`src/rtl/twbm_pkg.sv`:
```
// package for the two-wire byte transaction master
// phase codes, reset values, register indexes and the result record
// no dependencies
`default_nettype none

package twbm_pkg;

	localparam int HoldW = 16;
	localparam int AckW  = 8;

	localparam logic [HoldW-1:0] HOLD_TICKS_RESET  = 16'd4;
	localparam logic [AckW-1:0]  ACK_TIMEOUT_RESET = 8'd44;
	localparam logic [2:0]       BIT_MSB           = 3'd7;

	// register index, taken from paddr[2]
	typedef enum logic {
		REG_HOLD_TICKS  = 1'b0,
		REG_ACK_TIMEOUT = 1'b1
	} reg_index_t;

	typedef enum logic [4:0] {
		PH_IDLE    = 5'd0,
		PH_ST_A    = 5'd1,
		PH_ST_B    = 5'd2,
		PH_ST_C    = 5'd3,
		PH_WA_SET  = 5'd4,
		PH_WA_HIGH = 5'd5,
		PH_WA_LOW  = 5'd6,
		PH_A1_WAIT = 5'd7,
		PH_A1_HIGH = 5'd8,
		PH_A1_LOW  = 5'd9,
		PH_RB_LOW  = 5'd10,
		PH_RB_MID  = 5'd11,
		PH_RB_HIGH = 5'd12,
		PH_A2_WAIT = 5'd13,
		PH_A2_HIGH = 5'd14,
		PH_A2_LOW  = 5'd15,
		PH_SP_A    = 5'd16,
		PH_SP_B    = 5'd17,
		PH_WD_SET  = 5'd18,
		PH_WD_HIGH = 5'd19,
		PH_WD_LOW  = 5'd20
	} phase_t;

	// result record, scl in the lowest bit
	typedef struct packed {
		logic       second_ack_missing;
		logic       first_ack_missing;
		logic [7:0] read_byte;
		logic       done_res;
		logic       busy_res;
		logic       sda_out;
		logic       scl;
	} result_t;

endpackage

`default_nettype wire

```
`src/rtl/two_wire_byte_transaction_master.sv`:
```
// Two-wire byte transaction master: each accepted stream item is one tick of a
// bit-banged start / address / ack / data / ack / stop sequence, and each tick
// returns one result with the line levels and status. An item is taken every
// clock cycle; the whole tick update is one pass of next-state logic into the
// state and result registers. Results sit in a two-entry output register, so
// input stalls only when both entries are full. Depends on twbm_pkg.
`default_nettype none

module two_wire_byte_transaction_master
	import twbm_pkg::*;
(
	input  wire logic        clk,
	input  wire logic        arst_n,
	// apb configuration
	input  wire logic        psel,
	input  wire logic        penable,
	input  wire logic        pwrite,
	input  wire logic [2:0]  paddr,
	input  wire logic [31:0] pwdata,
	output logic      [31:0] prdata,
	output logic             pready,
	// tick input
	input  wire logic        s_tvalid,
	output logic             s_tready,
	input  wire logic [23:0] s_tdata,  // go, addr[7:0], wdata[7:0], sda_in, zero pad
	input  wire logic        s_tuser,  // cmd
	// result output
	output logic             m_tvalid,
	input  wire logic        m_tready,
	output logic      [15:0] m_tdata   // scl, sda_out, busy_res, done_res, read_byte[7:0],
	                                   // first_ack_missing, second_ack_missing, zero pad
);

	logic [HoldW-1:0] hold_ticks_q;
	logic [AckW-1:0]  ack_timeout_q;

	phase_t           phase_q, n_phase;
	logic [2:0]       bit_index_q, n_bit_index;
	logic [HoldW-1:0] hold_count_q, n_hold_count;
	logic [AckW-1:0]  ack_count_q, n_ack_count;
	logic [7:0]       shift_byte_q, n_shift_byte;
	logic [7:0]       saved_data_q, n_saved_data;
	logic             is_read_q, n_is_read;
	logic [1:0]       ack_flags_q, n_ack_flags;

	result_t          out_q, skid_q, res;
	logic             out_valid_q, skid_valid_q;

	logic             go, cmd, sda_in;
	logic [7:0]       addr, wdata;
	logic             accept, cfg_wr;
	logic [HoldW-1:0] eff_hold;
	logic [AckW-1:0]  ack_dec;
	logic             done, ack_phase, bit_val;
	reg_index_t       cfg_idx;

	assign go     = s_tdata[0];
	assign addr   = s_tdata[8:1];
	assign wdata  = s_tdata[16:9];
	assign sda_in = s_tdata[17];
	assign cmd    = s_tuser;

	assign s_tready = !skid_valid_q;
	assign accept   = s_tvalid && s_tready;
	assign m_tvalid = out_valid_q;
	assign m_tdata  = {2'b00, out_q};

	// configuration
	assign pready  = 1'b1;
	assign cfg_idx = reg_index_t'(paddr[2]);
	assign cfg_wr  = psel && penable && pwrite && pready;

	always_comb begin
		unique case (cfg_idx)
			REG_HOLD_TICKS:  prdata = {16'd0, hold_ticks_q};
			REG_ACK_TIMEOUT: prdata = {24'd0, ack_timeout_q};
			default:         prdata = 32'd0;
		endcase
	end

	always_ff @(posedge clk or negedge arst_n) begin
		if (!arst_n) begin
			hold_ticks_q  <= HOLD_TICKS_RESET;
			ack_timeout_q <= ACK_TIMEOUT_RESET;
		end else if (cfg_wr) begin
			unique case (cfg_idx)
				REG_HOLD_TICKS:  hold_ticks_q  <= pwdata[HoldW-1:0];
				REG_ACK_TIMEOUT: ack_timeout_q <= pwdata[AckW-1:0];
				default: ;
			endcase
		end
	end

	// tick update
	assign eff_hold  = (hold_ticks_q == '0) ? HoldW'(1) : hold_ticks_q;
	assign ack_dec   = ack_count_q - AckW'(1);
	assign ack_phase = (phase_q == PH_A1_WAIT) || (phase_q == PH_A2_WAIT);

	always_comb begin
		n_phase      = phase_q;
		n_bit_index  = bit_index_q;
		n_hold_count = hold_count_q;
		n_ack_count  = ack_count_q;
		n_shift_byte = shift_byte_q;
		n_saved_data = saved_data_q;
		n_is_read    = is_read_q;
		n_ack_flags  = ack_flags_q;
		done         = 1'b0;

		if (phase_q == PH_IDLE) begin
			if (go) begin
				n_is_read    = cmd;
				n_shift_byte = addr;
				n_saved_data = cmd ? 8'd0 : wdata;
				n_ack_flags  = 2'b00;
				n_bit_index  = BIT_MSB;
				n_phase      = PH_ST_A;
				n_hold_count = eff_hold;
			end
		end else if (ack_phase) begin
			if (hold_count_q != '0) begin
				n_hold_count = hold_count_q - HoldW'(1);
			end else if (!sda_in) begin
				n_phase      = (phase_q == PH_A1_WAIT) ? PH_A1_HIGH : PH_A2_HIGH;
				n_hold_count = eff_hold;
			end else begin
				n_ack_count = ack_dec;
				if (ack_dec == '0) begin
					if (phase_q == PH_A1_WAIT) begin
						n_ack_flags[0] = 1'b1;
						n_phase        = PH_A1_HIGH;
					end else begin
						n_ack_flags[1] = 1'b1;
						n_phase        = PH_A2_HIGH;
					end
					n_hold_count = eff_hold;
				end else begin
					n_hold_count = eff_hold - HoldW'(1);
				end
			end
		end else if (hold_count_q > HoldW'(1)) begin
			n_hold_count = hold_count_q - HoldW'(1);
		end else begin
			n_hold_count = eff_hold;
			unique case (phase_q)
				PH_ST_A:    n_phase = PH_ST_B;
				PH_ST_B:    n_phase = PH_ST_C;
				PH_ST_C: begin
					n_bit_index = BIT_MSB;
					n_phase     = PH_WA_SET;
				end
				PH_WA_SET:  n_phase = PH_WA_HIGH;
				PH_WA_HIGH: n_phase = PH_WA_LOW;
				PH_WA_LOW: begin
					if (bit_index_q == '0) begin
						n_phase      = PH_A1_WAIT;
						n_hold_count = '0;
						n_ack_count  = ack_timeout_q;
					end else begin
						n_bit_index = bit_index_q - 3'd1;
						n_phase     = PH_WA_SET;
					end
				end
				PH_A1_HIGH: n_phase = PH_A1_LOW;
				PH_A1_LOW: begin
					n_bit_index = BIT_MSB;
					if (is_read_q) begin
						n_phase = PH_RB_LOW;
					end else begin
						n_shift_byte = saved_data_q;
						n_phase      = PH_WD_SET;
					end
				end
				PH_WD_SET:  n_phase = PH_WD_HIGH;
				PH_WD_HIGH: n_phase = PH_WD_LOW;
				PH_WD_LOW, PH_RB_HIGH: begin
					if (bit_index_q == '0) begin
						n_phase      = PH_A2_WAIT;
						n_hold_count = '0;
						n_ack_count  = ack_timeout_q;
					end else begin
						n_bit_index = bit_index_q - 3'd1;
						n_phase     = (phase_q == PH_WD_LOW) ? PH_WD_SET : PH_RB_LOW;
					end
				end
				PH_RB_LOW: begin
					n_saved_data = {saved_data_q[6:0], sda_in};
					n_phase      = PH_RB_MID;
				end
				PH_RB_MID:  n_phase = PH_RB_HIGH;
				PH_A2_HIGH: n_phase = PH_A2_LOW;
				PH_A2_LOW:  n_phase = PH_SP_A;
				PH_SP_A:    n_phase = PH_SP_B;
				PH_SP_B: begin
					n_phase      = PH_IDLE;
					n_hold_count = '0;
					done         = 1'b1;
				end
				default: begin
					n_phase      = PH_IDLE;
					n_hold_count = '0;
				end
			endcase
		end
	end

	// line levels from the updated state
	assign bit_val = n_shift_byte[n_bit_index];

	always_comb begin
		res                    = '0;
		res.scl                = 1'b1;
		res.sda_out            = 1'b1;
		res.busy_res           = (n_phase != PH_IDLE);
		res.done_res           = done;
		res.read_byte          = n_is_read ? n_saved_data : 8'd0;
		res.first_ack_missing  = n_ack_flags[0];
		res.second_ack_missing = n_ack_flags[1];
		unique case (n_phase)
			PH_ST_B: res.sda_out = 1'b0;
			PH_ST_C: begin
				res.scl     = 1'b0;
				res.sda_out = 1'b0;
			end
			PH_WA_SET, PH_WD_SET, PH_WA_LOW, PH_WD_LOW: begin
				res.scl     = 1'b0;
				res.sda_out = bit_val;
			end
			PH_WA_HIGH, PH_WD_HIGH: res.sda_out = bit_val;
			PH_A1_WAIT, PH_A1_LOW, PH_A2_LOW, PH_RB_LOW, PH_RB_MID: res.scl = 1'b0;
			PH_A2_WAIT: res.scl = n_is_read;
			PH_SP_A:    res.sda_out = 1'b0;
			default: ;
		endcase
	end

	always_ff @(posedge clk or negedge arst_n) begin
		if (!arst_n) begin
			phase_q      <= PH_IDLE;
			bit_index_q  <= BIT_MSB;
			hold_count_q <= '0;
			ack_count_q  <= '0;
			shift_byte_q <= '0;
			saved_data_q <= '0;
			is_read_q    <= 1'b0;
			ack_flags_q  <= '0;
		end else if (accept) begin
			phase_q      <= n_phase;
			bit_index_q  <= n_bit_index;
			hold_count_q <= n_hold_count;
			ack_count_q  <= n_ack_count;
			shift_byte_q <= n_shift_byte;
			saved_data_q <= n_saved_data;
			is_read_q    <= n_is_read;
			ack_flags_q  <= n_ack_flags;
		end
	end

	// two-entry output register
	always_ff @(posedge clk or negedge arst_n) begin
		if (!arst_n) begin
			out_valid_q  <= 1'b0;
			skid_valid_q <= 1'b0;
		end else if (out_valid_q && m_tready) begin
			if (skid_valid_q) begin
				skid_valid_q <= 1'b0;
			end else begin
				out_valid_q <= accept;
			end
		end else if (accept) begin
			if (!out_valid_q) begin
				out_valid_q <= 1'b1;
			end else begin
				skid_valid_q <= 1'b1;
			end
		end
	end

	always_ff @(posedge clk) begin
		if (out_valid_q && m_tready) begin
			if (skid_valid_q) begin
				out_q <= skid_q;
			end else if (accept) begin
				out_q <= res;
			end
		end else if (accept) begin
			if (!out_valid_q) begin
				out_q <= res;
			end else begin
				skid_q <= res;
			end
		end
	end

	// checks
	a_skid_implies_out: assert property (@(posedge clk) disable iff (!arst_n)
		skid_valid_q |-> out_valid_q)
		else $error("skid entry held without an output entry");

	a_idle_hold_clear: assert property (@(posedge clk) disable iff (!arst_n)
		(phase_q == PH_IDLE) |-> (hold_count_q == '0))
		else $error("hold counter running while idle");

	a_done_not_busy: assert property (@(posedge clk) disable iff (!arst_n)
		(out_valid_q && out_q.done_res) |-> !out_q.busy_res)
		else $error("done reported while still busy");

	a_done_from_stop: assert property (@(posedge clk) disable iff (!arst_n)
		(accept && done) |=> (phase_q == PH_IDLE && $past(phase_q) == PH_SP_B))
		else $error("done outside the stop condition");

endmodule

`default_nettype wire

```
`config.mk`:
```
export PLATFORM = sky130hd
export DESIGN_NAME = two_wire_byte_transaction_master
export DESIGN_NICKNAME = d
export VERILOG_FILES = /design/src/rtl/twbm_pkg.sv /design/src/rtl/two_wire_byte_transaction_master.sv
export SDC_FILE = /design/constraint.sdc
export NUM_CORES = 1
export LEC_CHECK = 0
export ABC_AREA = 1
export BUFFER_PORTS_ARGS = -buffer_cell sky130_fd_sc_hd__buf_2
export CAP_MARGIN = 20
export CELL_PAD_IN_SITES_DETAIL_PLACEMENT = 0
export CELL_PAD_IN_SITES_GLOBAL_PLACEMENT = 2
export CORE_MARGIN = 2
export CORE_UTILIZATION = 34
export DETAILED_ROUTE_END_ITERATION = 10
export PLACE_DENSITY_LB_ADDON = 0.1
export SKIP_CTS_REPAIR_TIMING = 1
export SLEW_MARGIN = 30
export SYNTH_ARGS = -nofsm -noshare
export SYNTH_HDL_FRONTEND = slang
export SYNTH_SLANG_ARGS = --single-unit
```
`constraint.sdc`:
```
create_clock -name clk -period 4.6 [get_ports clk]
set_input_delay 1.15 -clock clk [delete_from_list [all_inputs] [get_ports clk]]
set_output_delay 1.15 -clock clk [all_outputs]
set_load 0.01 [all_outputs]
```
==> results.txt <==
- The initial antenna violation count came to 0.
- Number of fill cells in the layout: 2430
- In this run the static leakage power is 4.066 nW.
* Clock tree from TritonCTS: done
- Port buffer count: 74
- Wire length of the first global-routing pass: 39180 um
* Count of cells along the worst register-to-register path: 16
* Via count of the first global-routing pass: 6772
- Time the final worst path needs with I/O delays and setup: 3.369 ns
- Across all register-to-register paths, the minimum setup slack is 1.23 ns.
- After synthesis, the cell types taking the most area are dfrtp_1, nand2_1, edfxtp_1.
- Worst Setup Slack, final: 1.231 ns
* Residual overflow from global routing: 0
- Fraction of layout cells with a size suffix above 1: 0.1455
- Entering global routing, the biggest net connects 62 pins.
- Count of flip-flops with a built-in enable after synthesis: 28
- Slew HR: 0.4164
- Dividing the synthesized area by the synthesized cell count gives 6.830 um2.
- The mapped netlist covers 7656 um2.
* Result of the run: finished clean
- Maximum buffer depth of the clock tree: 2
- Cell taking the most area after synthesis: dfrtp_1
* Nature of the critical path endpoint: register
* Pre-CTS setup slack: 1.245 ns
- In this run the power density over the cells is 492.4 nW/um2.
* Gp weighted congestion: 0.8719
- For this configuration, the core starts out at a cell density of 0.3487.
* Height of the die: 154.1 um
- Max-cap violations: 0
- Sequential cell area: 2776 um2
* Synth Register Bits: 105
- The floorplan step defined a die boundary enclosing 23730 um2.
- CP Buf/Inv Count: 4
- DR DRC count: 0
- The worst-case IR drop observed on VDD is 0.1859 mV.
* Max frequency: 0.2969 GHz
- Clock H-tree levels: 3
* Number of instances in the synthesized netlist: 1121
- Setup repair after global routing missed its margin: false
* Final count of hold timing violations: 0
- Highest-count cells in the layout ignoring fill and taps: nand2_1, o21ai_0, inv_1, nor2_1
* Initial DRC Count: 498
* Nature of the critical path startpoint: register
- Mean number of vias per cell: 5.029
- Across the routed clock network, the largest skew measured is 0.01221 ns.
- At the later pin of the worst-skew pair, clock insertion delay measures 0.37 ns.
- Worst EP arrival: 3.48 ns
- WP data required: 4.71 ns
* Endpoint of the worst register-to-register path: m_tdata[1]
* Start point of the worst min-delay path: ack_timeout_q[5]
- The startpoint identified for the worst register-to-register timing path is phase_q[4].
* Num CTS Buffers: 9
- Clock sinks: 105
* Final antenna diode count: 0
- Total global-route track usage: 0.2116
* Number of vias in the routed layout: 7353
- For this run, asynchronously set or reset flops after synthesis account for 0.7333.
- Final hold slack: 0.5043 ns
- Number of iterations in the first detailed-routing pass: 5
- In the final layout, the multi-input gates occupy 4089 um2.
* Most common cell after layout, fill and taps aside: nand2_1
- Along the worst path, the maximum fanout reaches 32.
- Most common flop cell mapped by yosys: dfrtp_1
- Min-Delay Endpoint: ack_timeout_q[5]
- Wires add up to 24680 um.
- The final layout contains 1251 nets.
- The largest individual stage delay along the critical path comes from the cell dfrtp_1.
* Placeable Area: 21960 um2
- The area growth from synthesis to layout is 11.29%.
- Sum of negative setup slack: 0 ns
- In this run the remaining antenna-violating nets after routing total 0.
- Library cells used by synthesis: 57
* Transition time at the pin with the least slew margin: 0.8732 ns
- Crit path largest cell delay: 0.51 ns
* Half-perimeter wire length after placement: 18050 um
* Cell Chain, Critical Path: clkinv_2 > nand3_1 > nor2_1 > inv_2 > nand2_4 > inv_2 > nand2_4 > inv_2 > a22oi_1 > nand2_2 > nor2_1 > nand3_1 > nand3_1 > nand2_1 > nand2_1 > a21oi_2
- Endpoints failing setup: 0
* Clock root buffer: clkbuf_16
- The share of the Yosys chip area taken by registers is 0.3626.
* Number of top-level pins: 118
- The max-slew violation count is 0.
- The worst hold path passes through 2 cells.
- Standard-cell row count: 54
- Part of the cycle the worst path needs: 0.7323
- Proportion of netlist area held by the largest area contributor: 0.2288
* Yosys synthesis warning count: 0
- WL per Instance: 16.88 um
- Worst setup path category: reg -> reg
- From left edge to right edge, the die measures 154.1 um.
- The design draws 4.196 mW.
* Cell family with most CP delay: simple AND/OR/NAND/NOR gates
* HP Class: reg -> reg
* Clock Pin Slew Worst Setup and Hold Paths: 0.08 ns
## sequential cells by signal, summed over array words and instances (netlist names), 2 cells and up
name,flops
ack_count_q,8
skid_q,14
ack_timeout_q,8
saved_data_q,8
hold_count_q,16
m_tdata,14
shift_byte_q,8
bit_index_q,3
phase_q,5
hold_ticks_q,16
ack_flags_q,2
## worst max path at each step
stage,slack [ns],depth (start not counted),startpoint,endpoint
finish,1.23,16,phase_q[4],m_tdata[1]
global route,0.95,17,hold_count_q[0],m_tdata[1]
CTS,1.24,17,hold_count_q[0],m_tdata[1]
detailed placement,1.25,17,hold_count_q[0],m_tdata[1]
global placement,1.23,17,hold_count_q[0],m_tdata[1]
floorplan,1.62,4,paddr[2],prdata[6]
## layer usage
metal  GRT usage  up-vias  share of wire
met1      0.3320     3451           0.53
met5           0        -              0
met3     0.02818       13          0.037
met2      0.3128      147           0.42
met4     0.03204        0         0.0063
li1            -     3742              -
## stage by stage
stage          instance area (um2)  std cells  utilization
2_1_floorplan                 7720       1138            -
3_3_place_gp                  8212       1446       0.3740
3_5_place_dp                  8212       1446       0.3740
4_1_cts                       8514       1462       0.3877
5_1_grt                       8521       1462       0.3880
6_report                      8521       1462       0.3880
## cell usage after synthesis (7+ instances only)
cell      number
nand2_1      302
o21ai_0      125
inv_1        121
nor2_1       106
a21oi_1       73
dfrtp_1       70
nand3_1       60
edfxtp_1      28
clkbuf_1      23
buf_4         20
inv_2         17
xor2_1        15
nand4_1       12
nor2_2        12
nand2_2       11
a22oi_1       10
o211ai_1      10
o21ai_1       10
buf_2          8
dfstp_2        7
ha_1           7
o22ai_1        7
## kinds of logic (layout without fill, tap and decap cells)
group	Yosys count	in the layout	share of synthesized area
muxes	3	3	0.004086
and+or+nand+nor	526	526	0.2983
other	2	19	0.0009809
DFF	105	105	0.3626
adders and majority gates	7	7	0.01144
buffers and inverters	200	244	0.1119
AOI/OAI and AO/OA	259	259	0.1889
xor gates and xnor gates	19	19	0.02174
## worst register-to-register path: cells and delay by family (launching register included)
kind	cells	cell delay (ns)
AND/OR/NAND/NOR	10	1.56
buffers and inverters	4	0.70
flip-flops	1	0.51
AO/OA/AOI/OAI	2	0.32
## area by class of cell
class | count | share of cell area
Clock buffer | 9 | 0.02643
Tap cell | 280 | 0.04112
Sequential cell | 105 | 0.3258
Clock inverter | 7 | 0.009104
Timing Repair Buffer | 85 | 0.05389
Multi-Input combinational cell | 833 | 0.4799
Inverter | 143 | 0.06373
## power breakdown
group          leakage [nW]  internal [mW]  switching (mW)
combinational          2.72          0.612            1.27
clock                 0.146          0.390           0.444
sequential             1.20           1.25           0.232
total                  4.07           2.25            1.95
No activity file was read; power rests on OpenSTA's default activity.
